$ cat src/design/qsl_pkg.sv
// ----------------------------------------------------------------------------
// qsl_pkg
// Shared constants and types of the quicksort sorter: store depth, index
// widths and the range record kept on the range stack.
// ----------------------------------------------------------------------------
package qsl_pkg;

   // Number of entries in the element store and in the range stack.
   localparam int DEPTH   = 64;
   // Width of one element.
   localparam int DATA_W  = 32;
   // Width of an index into the store.
   localparam int IDX_W   = (DEPTH > 1) ? $clog2(DEPTH) : 1;
   // Width of a counter that can also hold DEPTH itself.
   localparam int CNT_W   = $clog2(DEPTH + 1);

   typedef logic signed [DATA_W-1:0] data_type;
   typedef logic [IDX_W-1:0]         idx_type;
   typedef logic [CNT_W-1:0]         cnt_type;

   // One pending index range of the sort.
   typedef struct packed {
      idx_type lo;
      idx_type hi;
   } range_type;

endpackage

$ cat src/design/qsl_req_if.sv
// ----------------------------------------------------------------------------
// qsl_req_if / qsl_rsp_if
// Valid/ready channels of the quicksort sorter: the element input and the
// sorted result output.
// ----------------------------------------------------------------------------
interface qsl_req_if
   import qsl_pkg::*;
();
   logic     valid;
   logic     ready;
   data_type value;
   logic     last;

   modport source (output valid, output value, output last, input ready);
   modport sink   (input valid, input value, input last, output ready);
endinterface

interface qsl_rsp_if
   import qsl_pkg::*;
();
   logic     valid;
   logic     ready;
   data_type sorted_value;
   logic     final_res;
   logic     overflowed;

   modport source (output valid, output sorted_value, output final_res,
                   output overflowed, input ready);
   modport sink   (input valid, input sorted_value, input final_res,
                   input overflowed, output ready);
endinterface

$ cat src/design/quicksort_lomuto_sorter.sv
// ----------------------------------------------------------------------------
// quicksort_lomuto_sorter
// Collects signed 32-bit elements, sorts them in place by quicksort with a
// first-element pivot and a Lomuto partition, and streams them out sorted.
// ----------------------------------------------------------------------------
// Usage:
//  - req_if carries one element per beat; the beat with last set closes the
//    set and starts the sort. Up to DEPTH elements are kept, further ones
//    are dropped and flagged as overflowed on every result of that set.
//  - rsp_if then returns one beat per stored element in ascending order,
//    final_res set on the last one.
//  - Loading takes each element as offered. The sort runs on one shared
//    compare unit over an element memory with one write and one read port
//    and registered read: pop a range, fetch its pivot, compare each
//    element (a swap adds a step), place the pivot, push the sub-ranges;
//    about N log2 N compares on average, N*N/2 worst (already sorted input).
//  - Each result is read from memory into the output register, which holds
//    its beat while the receiver stalls.
//  - req_if.ready is high only while loading; no element is taken from the
//    last beat of a set until its final result has been taken.
//  - Synchronous reset empties the store, the range stack and the overflow
//    flag and returns the block to loading. No clearing pass is needed.
// ----------------------------------------------------------------------------
module quicksort_lomuto_sorter
   import qsl_pkg::*;
(
   input  logic       clock,
   input  logic       reset,
   qsl_req_if.sink    req_if,
   qsl_rsp_if.source  rsp_if
);

   // Sequencer states, one-hot.
   typedef enum logic [11:0] {
      S_LOAD   = 12'b0000_0000_0001,
      S_START  = 12'b0000_0000_0010,
      S_POP    = 12'b0000_0000_0100,
      S_RANGE  = 12'b0000_0000_1000,
      S_KEY    = 12'b0000_0001_0000,
      S_CMP    = 12'b0000_0010_0000,
      S_SWAP   = 12'b0000_0100_0000,
      S_FIN    = 12'b0000_1000_0000,
      S_FIN2   = 12'b0001_0000_0000,
      S_PUSH2  = 12'b0010_0000_0000,
      S_OUT_RD = 12'b0100_0000_0000,
      S_OUT_V  = 12'b1000_0000_0000
   } state_type;

   state_type state_ff, state_in;
   cnt_type   count_ff, count_in;
   cnt_type   sp_ff, sp_in;
   logic      ovf_ff, ovf_in;
   idx_type   lo_ff, lo_in;
   idx_type   hi_ff, hi_in;
   idx_type   mark_ff, mark_in;
   idx_type   cur_ff, cur_in;
   idx_type   k_ff, k_in;
   data_type  key_ff, key_in;

   // Element store and range stack, each with one write and one read port.
   data_type  elem_mem [DEPTH];
   data_type  elem_rd_ff;
   range_type stk_mem [DEPTH];
   range_type stk_rd_ff;

   logic      elem_we;
   idx_type   elem_waddr;
   data_type  elem_wdata;
   idx_type   elem_raddr;
   logic      stk_we;
   idx_type   stk_waddr;
   range_type stk_wdata;
   idx_type   stk_raddr;

   logic      req_fire;
   logic      rsp_fire;
   logic      is_less;
   idx_type   mark_next;
   idx_type   cur_next;
   cnt_type   sp_dec;

   assign req_fire  = req_if.valid && req_if.ready;
   assign rsp_fire  = rsp_if.valid && rsp_if.ready;
   // The shared compare unit: current element against the pivot.
   assign is_less   = elem_rd_ff < key_ff;
   assign mark_next = mark_ff + idx_type'(1);
   assign cur_next  = cur_ff + idx_type'(1);
   assign sp_dec    = sp_ff - cnt_type'(1);

   // Channel outputs.
   assign req_if.ready        = (state_ff == S_LOAD);
   assign rsp_if.valid        = (state_ff == S_OUT_V);
   assign rsp_if.sorted_value = elem_rd_ff;
   assign rsp_if.final_res    = ({1'b0, k_ff} == count_ff - cnt_type'(1));
   assign rsp_if.overflowed   = ovf_ff;

   // Sequencer: loading, partition steps, stack handling and read-out.
   always_comb begin
      state_in   = state_ff;
      count_in   = count_ff;
      sp_in      = sp_ff;
      ovf_in     = ovf_ff;
      lo_in      = lo_ff;
      hi_in      = hi_ff;
      mark_in    = mark_ff;
      cur_in     = cur_ff;
      k_in       = k_ff;
      key_in     = key_ff;
      elem_we    = 1'b0;
      elem_waddr = count_ff[IDX_W-1:0];
      elem_wdata = req_if.value;
      elem_raddr = k_ff;
      stk_we     = 1'b0;
      stk_waddr  = sp_ff[IDX_W-1:0];
      stk_wdata  = '{lo: lo_ff, hi: mark_ff - idx_type'(1)};
      stk_raddr  = sp_dec[IDX_W-1:0];

      unique case (state_ff)
         S_LOAD: begin
            if (req_fire) begin
               if (count_ff < cnt_type'(DEPTH)) begin
                  elem_we  = 1'b1;
                  count_in = count_ff + cnt_type'(1);
               end else begin
                  ovf_in = 1'b1;
               end
               if (req_if.last) begin
                  state_in = S_START;
               end
            end
         end
         S_START: begin
            // The whole set is the first range when it has two or more elements.
            sp_in = '0;
            if (count_ff >= cnt_type'(2)) begin
               stk_we    = 1'b1;
               stk_waddr = '0;
               stk_wdata = '{lo: '0, hi: idx_type'(count_ff - cnt_type'(1))};
               sp_in     = cnt_type'(1);
            end
            state_in = S_POP;
         end
         S_POP: begin
            if (sp_ff == '0) begin
               k_in     = '0;
               state_in = S_OUT_RD;
            end else begin
               sp_in    = sp_dec;
               state_in = S_RANGE;
            end
         end
         S_RANGE: begin
            // Range just popped; fetch its pivot.
            lo_in      = stk_rd_ff.lo;
            hi_in      = stk_rd_ff.hi;
            elem_raddr = stk_rd_ff.lo;
            if (stk_rd_ff.lo >= stk_rd_ff.hi) begin
               state_in = S_POP;
            end else begin
               state_in = S_KEY;
            end
         end
         S_KEY: begin
            key_in     = elem_rd_ff;
            mark_in    = lo_ff;
            cur_in     = lo_ff + idx_type'(1);
            elem_raddr = lo_ff + idx_type'(1);
            state_in   = S_CMP;
         end
         S_CMP: begin
            // A smaller element moves down to just past the mark; the old
            // entry there is read out in the same cycle and put back at cur.
            if (is_less && (mark_next != cur_ff)) begin
               elem_raddr = mark_next;
               elem_we    = 1'b1;
               elem_waddr = mark_next;
               elem_wdata = elem_rd_ff;
               mark_in    = mark_next;
               state_in   = S_SWAP;
            end else begin
               if (is_less) begin
                  mark_in = mark_next;
               end
               elem_raddr = cur_next;
               if (cur_ff == hi_ff) begin
                  state_in = S_FIN;
               end else begin
                  cur_in = cur_next;
               end
            end
         end
         S_SWAP: begin
            elem_we    = 1'b1;
            elem_waddr = cur_ff;
            elem_wdata = elem_rd_ff;
            elem_raddr = cur_next;
            if (cur_ff == hi_ff) begin
               state_in = S_FIN;
            end else begin
               cur_in   = cur_next;
               state_in = S_CMP;
            end
         end
         S_FIN: begin
            // Pivot goes to the mark; the entry there goes to lo next cycle.
            elem_raddr = mark_ff;
            elem_we    = 1'b1;
            elem_waddr = mark_ff;
            elem_wdata = key_ff;
            state_in   = S_FIN2;
         end
         S_FIN2: begin
            elem_we    = 1'b1;
            elem_waddr = lo_ff;
            elem_wdata = elem_rd_ff;
            stk_wdata  = '{lo: lo_ff, hi: mark_ff - idx_type'(1)};
            if (({1'b0, mark_ff} > ({1'b0, lo_ff} + cnt_type'(1)))
                && (sp_ff < cnt_type'(DEPTH))) begin
               stk_we = 1'b1;
               sp_in  = sp_ff + cnt_type'(1);
            end
            state_in = S_PUSH2;
         end
         S_PUSH2: begin
            stk_wdata = '{lo: mark_next, hi: hi_ff};
            if (({1'b0, hi_ff} > ({1'b0, mark_ff} + cnt_type'(1)))
                && (sp_ff < cnt_type'(DEPTH))) begin
               stk_we = 1'b1;
               sp_in  = sp_ff + cnt_type'(1);
            end
            state_in = S_POP;
         end
         S_OUT_RD: begin
            state_in = S_OUT_V;
         end
         S_OUT_V: begin
            // Read address stays on k so the registered data holds while stalled.
            if (rsp_fire) begin
               if (rsp_if.final_res) begin
                  count_in = '0;
                  sp_in    = '0;
                  ovf_in   = 1'b0;
                  state_in = S_LOAD;
               end else begin
                  k_in     = k_ff + idx_type'(1);
                  state_in = S_OUT_RD;
               end
            end
         end
         default: begin
            state_in = S_LOAD;
         end
      endcase
   end

   // Control registers.
   always_ff @(posedge clock) begin
      if (reset) begin
         state_ff <= S_LOAD;
         count_ff <= '0;
         sp_ff    <= '0;
         ovf_ff   <= 1'b0;
      end else begin
         state_ff <= state_in;
         count_ff <= count_in;
         sp_ff    <= sp_in;
         ovf_ff   <= ovf_in;
      end
   end

   // Working registers of the partition and read-out.
   always_ff @(posedge clock) begin
      lo_ff   <= lo_in;
      hi_ff   <= hi_in;
      mark_ff <= mark_in;
      cur_ff  <= cur_in;
      k_ff    <= k_in;
      key_ff  <= key_in;
   end

   // Element store: read returns the value held before a same-cycle write.
   always_ff @(posedge clock) begin
      if (elem_we) begin
         elem_mem[elem_waddr] <= elem_wdata;
      end
      elem_rd_ff <= elem_mem[elem_raddr];
   end

   // Range stack.
   always_ff @(posedge clock) begin
      if (stk_we) begin
         stk_mem[stk_waddr] <= stk_wdata;
      end
      stk_rd_ff <= stk_mem[stk_raddr];
   end

endmodule

$ cat src/flat_wrapper.sv
// flat-port wrapper written by rule: the top's interface ports become plain ports
module quicksort_lomuto_sorter_flat import qsl_pkg::*;
  (clock, reset, req_if_valid, req_if_value, req_if_last, req_if_ready, rsp_if_valid, rsp_if_sorted_value, rsp_if_final_res, rsp_if_overflowed, rsp_if_ready);
  qsl_req_if req_if_i ();
  qsl_rsp_if rsp_if_i ();
  input  logic clock;
  input  logic reset;
  input wire logic [$bits(req_if_i.valid)-1:0] req_if_valid;
  input wire logic [$bits(req_if_i.value)-1:0] req_if_value;
  input wire logic [$bits(req_if_i.last)-1:0] req_if_last;
  output wire logic [$bits(req_if_i.ready)-1:0] req_if_ready;
  output wire logic [$bits(rsp_if_i.valid)-1:0] rsp_if_valid;
  output wire logic [$bits(rsp_if_i.sorted_value)-1:0] rsp_if_sorted_value;
  output wire logic [$bits(rsp_if_i.final_res)-1:0] rsp_if_final_res;
  output wire logic [$bits(rsp_if_i.overflowed)-1:0] rsp_if_overflowed;
  input wire logic [$bits(rsp_if_i.ready)-1:0] rsp_if_ready;
  assign req_if_i.valid = req_if_valid;
  assign req_if_i.value = req_if_value;
  assign req_if_i.last = req_if_last;
  assign req_if_ready = req_if_i.ready;
  assign rsp_if_valid = rsp_if_i.valid;
  assign rsp_if_sorted_value = rsp_if_i.sorted_value;
  assign rsp_if_final_res = rsp_if_i.final_res;
  assign rsp_if_overflowed = rsp_if_i.overflowed;
  assign rsp_if_i.ready = rsp_if_ready;
  quicksort_lomuto_sorter u_core (.clock(clock), .reset(reset), .req_if(req_if_i), .rsp_if(rsp_if_i));
endmodule
$ cat config.mk
export PLATFORM = sky130hd
export DESIGN_NAME = quicksort_lomuto_sorter_flat
export DESIGN_NICKNAME = d
export VERILOG_FILES = /design/src/design/qsl_pkg.sv /design/src/design/qsl_req_if.sv /design/src/design/quicksort_lomuto_sorter.sv /design/src/flat_wrapper.sv
export SDC_FILE = /design/constraint.sdc
export NUM_CORES = 2
export LEC_CHECK = 0
export ABC_AREA = 1
export ABC_CLOCK_PERIOD_IN_PS = 10840
export BUFFER_PORTS_ARGS = -buffer_cell sky130_fd_sc_hd__clkbuf_2
export CAP_MARGIN = 25
export CORE_UTILIZATION = 55
export CTS_CLUSTER_DIAMETER = 30
export DETAILED_ROUTE_END_ITERATION = 12
export MAX_ROUTING_LAYER = met4
export PLACE_DENSITY = 0.71
export SLEW_MARGIN = 20
export SYNTH_ARGS = -nofsm -noshare
export SYNTH_HDL_FRONTEND = slang
export SYNTH_SLANG_ARGS = --single-unit
$ cat constraint.sdc
create_clock -name clock -period 10.84 [get_ports clock]
set_input_delay 0.542 -clock clock [delete_from_list [all_inputs] [get_ports clock]]
set_output_delay 0.542 -clock clock [all_outputs]
set_load 0.1 [all_outputs]
==> results_dict.tcl <==
set metrics [dict create \
    cap_violations 0 \
    crit_chain "nor2_1 -> inv_2 -> nor2_1 -> inv_2 -> nor2_2 -> inv_1 -> nor2_2 -> nor2_4 -> nand2_2 -> nor3_2 -> nor4_2 -> nand2_8 -> nand2_8 -> buf_4 -> buf_4 -> nand2_1 -> nand2_1 -> nand2_1 -> nand3_1 -> nand3_1 -> nand3_1 -> nand3_1 -> nand2_1" \
    p_per_area_mw_per_mm2 232.5 \
    cp.required_ps 11710 \
    worstMarginPinSlew_ps 1077 \
    slowest_delay_ps 790 \
    slew_violations 0 \
    grt_pass1_vias 87750 \
    ys_seq_area_frac 0.6836 \
    critical_path.startpoint "u_core.state_ff[10]" \
    root_buffer "clkbuf_16" \
    max_freq_mhz 141.8 \
    outcome "finished, final reports clean" \
    ir_worst_vdd_mv 0.2599 \
    yosysTopAreaCellShare 0.6725 \
    hold_start "reset" \
    postRouteWirelength_um 385400 \
    ant_nets 0 \
    hold_depth 2 \
    arrival_ps 7920 \
    synthesis.instances 11170 \
    synth_cell_types 58 \
    grt_pass1_wl_um 565000 \
    core_area_mm2 0.2323 \
    numCtsBuffers 554 \
    wl_per_cell_um 25.97 \
    antenna_found_initial 24 \
    ys_ff_latch 2949 \
    hold_viol 0 \
    cts.sinks 2949 \
    synth_fp_nets 11270 \
    die-area_mm2 0.2356 \
    cts_tree "built" \
    syn-cell-area_mm2 0.1285 \
    startpoint_type "register" \
    io_pins 73 \
    drt_iter0_markers 14320 \
    r2r.worst_path.cells 23 \
    cts_setup_buffers 0 \
    cts_resized 0 \
    gr-total-overflow 0 \
    route.detailed.drc 0 \
    clock_skew_ps 72.80 \
    r2r-start "u_core.state_ff[10]" \
    start_util 0.5532 \
    cp_max_fo 97 \
    globalplace.congestion 0.9330 \
    rsz0062_at_grt "no" \
    hp-class "input port to register" \
    grt_usage 0.3320 \
    synth.area.top_cells "edfxtp_1, nand3_1, nand2_1" \
    yosysWarnings 0 \
    drive_above_1_share 0.1149 \
    areaGrowthSynthToFinish_pct 17.36 \
    power.total_uw 35070 \
    vias_per_cell 6.154 \
    min_period_ps 7053 \
    fp.dieH_um 485.4 \
    io_buffers 72 \
    relSlewSlack 0.2808 \
    cp_slowest_cell "buf_4" \
    crit_path_end_kind "register" \
    fp.dieW_um 485.4 \
    synth_top_cell_by_area "edfxtp_1" \
    num_vias 91330 \
    setup_viol 0 \
    firstDrtPassIters 7 \
    fin_setup_tns_ps 0 \
    clk_latency_ps 990 \
    cts.htree.levels 6 \
    post-route-period-util 0.6506 \
    nNetsFinal 11450 \
    power_leakage_uw 0.05733 \
    cts.clk_slew.worst_paths_ps 50 \
    holdWs_ps 59.31 \
    path_class "register to register" \
    avgSynthCellArea_um2 11.50 \
    place.detailed.hpwl_um 204700 \
    rows 177 \
    grt_max_degree 189 \
    cts_buffer_depth 4 \
]
[cells in the final DEF, fill, tap and decap left out, types with 59 or more instances in the layout]
cell type  Yosys  final
a21oi_1       91     70
buf_4         62    238
bufinv_16      0     59
clkbuf_1     311     69
clkbuf_16      0    568
clkbuf_2       0     72
clkinv_1       4     83
clkinv_2       1     83
dfxtp_1       71     70
edfxtp_1    2878   2878
ha_1          60     59
inv_1       1440   1436
mux2i_1      118    118
nand2_1     1581   1581
nand3_1     2233   2233
nand3b_1     642    642
nor2_1       595    525
o211ai_1      66     66
o21ai_0      273    272
o221ai_1     124    120
o32ai_1       75     75
[sequential cells by signal (all words and copies together) (netlist names), 7 cells and up]
name	flops
u_core.count_ff	7
u_core.elem_mem	2048
u_core.key_ff	32
u_core.rsp_if.sorted_value	32
u_core.sp_ff	7
u_core.state_ff	12
u_core.stk_mem	768
u_core.stk_rd_ff	12
[critical path, delay by kind of cell, from the launching register on]
family / cells / cell delay [ps]
flip-flops: 1 / 340
AND/OR/NAND/NOR: 18 / 4830
buffers and inverters: 5 / 1580
[through the flow]
step / instance area, µm² / instances / utilization / worst slack [ps]
2_1_floorplan: 128500 / 11170 / - / 4314
3_3_place_gp: 132200 / 13800 / 0.5689 / 4149
3_5_place_dp: 132500 / 13830 / 0.5703 / 4069
4_1_cts: 150800 / 14820 / 0.6489 / 4009
5_1_grt: 150800 / 14840 / 0.6492 / 3606
6_report: 150800 / 14840 / 0.6492 / 3787
[cell type report]
cell class                 instances  area [µm²]
clock buffer                     648       14620
tap                             3043        3807
multi-input combinational       6044       32740
antenna                           16       40.04
timing repair buffer             341        2629
inverter                        1460        5510
fill                           16530       81500
clock inverter                   340        3620
sequential                      2949       87850
[power breakdown]
part / internal (µW) / total [µW] / switching [µW]
combinational: 1280 / 5340 / 4060
clock: 11000 / 16800 / 5730
sequential: 12800 / 13000 / 179
total: 25100 / 35100 / 9960
[Yosys cell counts, drive strengths merged]
cell,instances
o2111ai,1
a22oi,7
nor3b,3
o21a,6
edfxtp,2878
nor3,27
o21ai,278
a21boi,1
nand2,1586
nor4,12
a21o,1
a31oi,14
buf,409
clkinv,5
nand3b,642
o311ai,1
o22ai,11
xor2,30
a22o,1
nand3,2234
dfxtp,71
o211ai,66
xnor2,7
nor2,601
clkbuf,311
inv,1455
o32ai,75
nand4,20
o31ai,1
a21oi,92
o221ai,124
ha,60
a2111oi,5
a221oi,1
a211oi,15
mux2i,118
or2,4
[worst paths after layout]
path / to / slack [ps]
setup reg to reg: u_core.rsp_if.sorted_value[17] / 3790
hold / removal: u_core.sp_ff[5] / 60
hold reg to reg: u_core.lo_ff[0] / 430
setup / recovery: u_core.rsp_if.sorted_value[17] / 3790
[per-layer routing]
metal | vias up | wire length [µm] | global-route usage
li1 | 39640 | - | -
met5 | - | 0 | -
met2 | 6366 | 172700 | 0.4837
met3 | 1020 | 48890 | 0.07462
met4 | 0 | 17480 | 0.1503
met1 | 44310 | 146300 | 0.4461
[what timing repair did]
action / CTS / global route
endpoints found under the hold margin: 3 / 0
hold buffers: 2 / 0
endpoints found under the setup margin: 0 / 0
[cells by family (layout without fill, tap and decap cells)]
family | Yosys count | after routing | share of synthesized area
XOR/XNOR | 37 | 37 | 0.002639
AO/OA/AOI/OAI | 700 | 700 | 0.03567
buffers and inverters | 2180 | 2789 | 0.07072
multiplexers | 118 | 118 | 0.009191
other | 0 | 16 | 0
adder cells (fa/ha/maj) | 60 | 60 | 0.005842
AND/OR/NAND/NOR | 5129 | 5129 | 0.1924
flip-flops | 2949 | 2949 | 0.6836
Note: power is estimated with default switching activity, not from simulation.
